[config.mk]
export PLATFORM = sky130hd
export DESIGN_NAME = i2cee_ctrl
export DESIGN_NICKNAME = d
export VERILOG_FILES = /design/src/rtl/core/i2cee_pkg.sv /design/src/rtl/core/i2cee_ctrl.sv
export SDC_FILE = /design/constraint.sdc
export NUM_CORES = 1
export LEC_CHECK = 0
export BUFFER_PORTS_ARGS = -buffer_cell sky130_fd_sc_hd__clkbuf_2
export CAP_MARGIN = 20
export CORE_AREA = 2 2 39 41
export CTS_CLUSTER_DIAMETER = 40
export DETAILED_ROUTE_END_ITERATION = 7
export DIE_AREA = 0 0 41 43
export GPL_TIMING_DRIVEN = 0
export PLACE_DENSITY_LB_ADDON = 0.25
export SYNTH_ARGS = -nofsm -noshare
export SYNTH_HDL_FRONTEND = slang
export SYNTH_SLANG_ARGS = --single-unit
export TNS_END_PERCENT = 5
[constraint.sdc]
create_clock -name i_clk -period 2.1 [get_ports i_clk]
set_clock_uncertainty 0.2 [all_clocks]
set_input_delay 0.315 -clock i_clk [delete_from_list [all_inputs] [get_ports i_clk]]
set_output_delay 0.315 -clock i_clk [all_outputs]
set_load 0.05 [all_outputs]
[src/rtl/core/i2cee_pkg.sv]
// ----------------------------------------------------------------------------
// i2cee_pkg
// Shared types and constants for the 24Cxx-style I2C EEPROM slave.
// ----------------------------------------------------------------------------
package i2cee_pkg;

    localparam int unsigned MEM_BYTES_DEF   = 4096;
    localparam int unsigned IMAGE_BYTES_DEF = 4096;
    localparam int unsigned PAGE_BYTES_DEF  = 32;

    localparam logic [7:0] ERASED_BYTE = 8'hFF;

    // One byte event on the bus.
    typedef struct packed {
        logic       func;       // 0: master writes, 1: master reads
        logic       start_req;
        logic [7:0] data;
    } t_in;

    typedef struct packed {
        logic [7:0] read_data;
        logic       ack;
    } t_out;

    // Addressing phase of the slave.
    typedef enum logic [2:0] {
        PH_IDLE      = 3'b001,
        PH_ADDR_HI   = 3'b010,
        PH_ADDR_DONE = 3'b100
    } t_phase;

    // Controller states.
    typedef enum logic [2:0] {
        ST_CLEAR  = 3'b001,
        ST_RUN    = 3'b010,
        ST_RDWAIT = 3'b100
    } t_ctl_state;

    // Controller to datapath.
    typedef struct packed {
        logic clear_wr;     // erase one memory entry
        logic take_item;    // an input beat is accepted this cycle
        logic load_mem_rd;  // move the memory read data into the result
    } t_dp_cmd;

    // Datapath to controller.
    typedef struct packed {
        logic clear_last;   // the erase pass is at its final entry
        logic needs_mem_rd; // the offered beat is a read of stored data
    } t_dp_stat;

endpackage

[src/rtl/core/i2cee_ctrl.sv]
// ----------------------------------------------------------------------------
// i2cee_ctrl
// Controller: erase pass sequencing, input acceptance and result valid.
// ----------------------------------------------------------------------------
module i2cee_ctrl (
    input  logic                i_clk,
    input  logic                i_rst_n,
    input  logic                i_in_valid,
    input  logic                i_out_stall,
    input  i2cee_pkg::t_dp_stat i_stat,
    output i2cee_pkg::t_dp_cmd  o_cmd,
    output logic                o_in_stall,
    output logic                o_out_valid
);
    import i2cee_pkg::*;

    t_ctl_state r_state, n_state;
    logic       r_out_valid, n_out_valid;
    logic       out_free;
    logic       take;

    assign out_free = !r_out_valid || !i_out_stall;
    assign take     = i_in_valid && (r_state == ST_RUN) && out_free;

    assign o_cmd.clear_wr    = (r_state == ST_CLEAR);
    assign o_cmd.take_item   = take;
    assign o_cmd.load_mem_rd = (r_state == ST_RDWAIT);

    assign o_in_stall  = !((r_state == ST_RUN) && out_free);
    assign o_out_valid = r_out_valid;

    always_comb begin
        n_state = r_state;
        unique case (r_state)
            ST_CLEAR: begin
                if (i_stat.clear_last) begin
                    n_state = ST_RUN;
                end
            end
            ST_RUN: begin
                if (take && i_stat.needs_mem_rd) begin
                    n_state = ST_RDWAIT;
                end
            end
            ST_RDWAIT: n_state = ST_RUN;
            default:   n_state = ST_CLEAR;
        endcase
    end

    // A result register that is free or being drained is the only one that
    // can be loaded, so a new result never overwrites a waiting one.
    always_comb begin
        priority if ((take && !i_stat.needs_mem_rd) || (r_state == ST_RDWAIT)) begin
            n_out_valid = 1'b1;
        end else if (!i_out_stall) begin
            n_out_valid = 1'b0;
        end else begin
            n_out_valid = r_out_valid;
        end
    end

    always_ff @(posedge i_clk) begin
        if (!i_rst_n) begin
            r_state     <= ST_CLEAR;
            r_out_valid <= 1'b0;
        end else begin
            r_state     <= n_state;
            r_out_valid <= n_out_valid;
        end
    end

endmodule

==> impl_metrics.py <==
metrics = {
    "route": {
        "postRouteAntennaNets": 0,
        "routed_wl_um": 490,
        "avgRoutedWirePerCell_um": 9.42,
        "drtIter0Drc": 3,
        "wl_met3_um": 31,
        "drc_errors": 0,
        "first_pass_iters": 2,
        "vias": 218,
        "met1_length_um": 227,
        "routed-wl-met2_um": 230,
        "viasPerCell": 4.19,
        "maxUsedRoutingLayer": "met3",
    },
    "sta": {
        "rsz0062_at_grt": "no",
        "worst_pin_slew_ps": 277,
        "slew_viol_final": 0,
        "final_hold_viol_count": 0,
        "period_share_pct": 90.8,
        "fin_crit_ps": 1910,
        "setup_viol": 0,
        "max_slew_margin_pct": 81.6,
        "setup_tns_ps": 0,
        "timing.fmax_mhz": 524,
    },
    "clock_tree": {
        "cts_root_buf": "clkbuf_4",
        "ctsHoldBuffers": 0,
        "cts_tree": "done",
        "post_cts.repair.setup_buffers": 0,
        "cts-htree-levels": 1,
        "clock-sinks": 4,
        "cts_buffers": 3,
        "clockBufferDepth": 2,
        "ctsResizeCount": 0,
        "clk_pin_slew_ps": 30,
        "clkLatencyLatePin_ps": 230,
    },
    "floorplan": {
        "die_h_um": 43,
        "design.core.area_mm2": 0.00138,
        "die_x_um": 41,
        "ios": 11,
        "fp-row-count": 14,
        "start_util_pct": 15.9,
        "die-area_mm2": 0.00176,
    },
    "global_route": {
        "grt_pass1_vias": 192,
        "grt_pass1_wl_um": 752,
        "grt_max_degree": 8,
        "grt-ovfl-total": 0,
        "antenna_found_initial": 0,
        "grtUsageTotal_pct": 7.04,
    },
    "synth": {
        "synth_top_family_by_area": "simple AND/OR/NAND/NOR gates",
        "synth-adder-area-share_pct": 0,
        "yosys_warnings": 0,
        "syn_inst": 23,
        "synthXorXnorAreaFrac_pct": 0,
        "ys_ff_latch": 4,
        "synth_mux_area_share_pct": 0,
        "syn_nets": 29,
        "yosysSeqAreaShare_pct": 36.4,
        "synth_compound_area_share_pct": 19.3,
        "syn_area_per_cell_um2": 9.57,
        "yosys.area_share.simple_pct": 40.9,
        "synthesis.area_um2": 220,
        "synth_cell_types": 18,
    },
    "status": {
        "status": "completed",
    },
    "power": {
        "leakage_nw": 0.145,
        "power.density_mw_per_mm2": 662,
        "ir_drop_v": 0.000162,
        "finalPower_mw": 0.210,
    },
    "worst_setup_path": {
        "ff2ff_setup_slack_ps": 830,
        "cp.arrival_ps": 1390,
        "rr_worst_depth": 3,
        "timing.rr.end": "r_state[1]",
        "criticalPathCategory": "flop to primary output",
        "worstPathRequired_ps": 1580,
        "worstSetupStartpoint": "r_state[1]",
        "end_kind": "primary output",
        "r2r_start": "r_state[2]",
        "path_max_fanout": 6,
        "crit_end": "o_cmd[1]",
        "startpoint_type": "flop",
    },
    "finish": {
        "area_growth_syn_to_layout_pct": 44.3,
        "fill_cells": 157,
        "seq_area_um2": 80.1,
        "nets": 44,
        "layout-drive-gt1-share_pct": 50.0,
        "multi_input_comb_area_um2": 138,
        "diodes": 0,
    },
    "placed_design": {
        "port-buffer-count": 10,
        "gp_congestion": 0.648,
    },
    "hold_path": {
        "hold_class": "input port to flop",
    },
    "flow_run": {
        "drv_cap": 0,
    },
}
cells in the mapped netlist:
library cell	instances	area, um2
nor2b_1	1	6.26
dfxtp_1	4	80.1
a21oi_1	1	5.00
nand2b_1	1	6.26
nor3b_1	1	7.51
o21ai_0	1	5.00
nor2b_4	1	13.8
and3_1	2	12.5
o21bai_1	1	7.51
buf_4	1	7.51
and4bb_2	1	12.5
nor3b_2	1	12.5
o31a_1	1	8.76
nand3b_1	1	7.51
nand2_1	2	7.51
a311oi_1	1	8.76
nor2_1	1	3.75
a21boi_0	1	7.51
per-layer routing:
metal	track usage [%]	up-vias
li1	-	111
met1	9.03	101
met2	7.50	6
met3	1.57	0
met4	10.0	0
met5	0	-
worst min-delay path by stage:
stage / start / end / slack, ps / cells past startpoint
after global routing: i_rst_n / r_state[0] / 120 / 2
final: i_rst_n / r_state[0] / 100 / 2
after detailed placement: i_rst_n / r_state[0] / 340 / 2
after CTS: i_rst_n / r_state[0] / 100 / 2
after global placement: i_rst_n / r_state[0] / 330 / 2
after floorplan: i_rst_n / r_state[0] / 190 / 1
flip-flops by register name, indices dropped and copies added (netlist names):
register     cells
o_out_valid      1
r_state          3
through the flow:
step                area [um2]  util (%)  cells  hold WS, ps  worst slack [ps]
finish                     318      23.0     52          105               193
global route               318      23.0     52          120               113
CTS                        318      23.0     52          103               185
detailed placement         295      21.3     49          343               438
global placement           295      21.3     49          334               398
floorplan                  225         -     23          191               432
layout make-up:
type / instances / area share [%]
plain buffers: 1 / 2.36
flip-flops and latches: 4 / 25.2
multi-input cells: 18 / 43.3
well taps: 16 / 6.30
clock buffers: 3 / 7.09
repair buffers: 10 / 15.7
critical path, stage by stage, from the launching register on:
cell	delay (ps)
dfxtp_1	400
nor3b_2	200
and3_1	200
buf_4	110
clkbuf_2	260
logic make-up (layout without fill, tap and decap cells):
| group | Yosys count | count (layout) |
|---|---|---|
| compound gates | 6 | 6 |
| buf+inv | 1 | 14 |
| flops | 4 | 4 |
| simple gates | 12 | 12 |
report_power, final:
part | internal (mW) | switching (mW) | total (mW) | leakage [nW]
registers | 0.0796 | 0.00500 | 0.0846 | 0.0327
logic | 0.0136 | 0.0197 | 0.0333 | 0.0985
clock network | 0.0638 | 0.0288 | 0.0926 | 0.0138
layout by cell type (no fill, tap or decap):
cell type / count
a21boi_0: 1
a21oi_1: 1
a311oi_1: 1
and3_1: 2
and4bb_2: 1
buf_4: 1
clkbuf_2: 10
clkbuf_4: 3
dfxtp_1: 4
nand2_1: 2
nand2b_1: 1
nand3b_1: 1
nor2_1: 1
nor2b_1: 1
nor2b_4: 1
nor3b_2: 2
o21ai_0: 1
o21bai_1: 1
o31a_1: 1
Note: power is estimated with default switching activity, not from simulation.
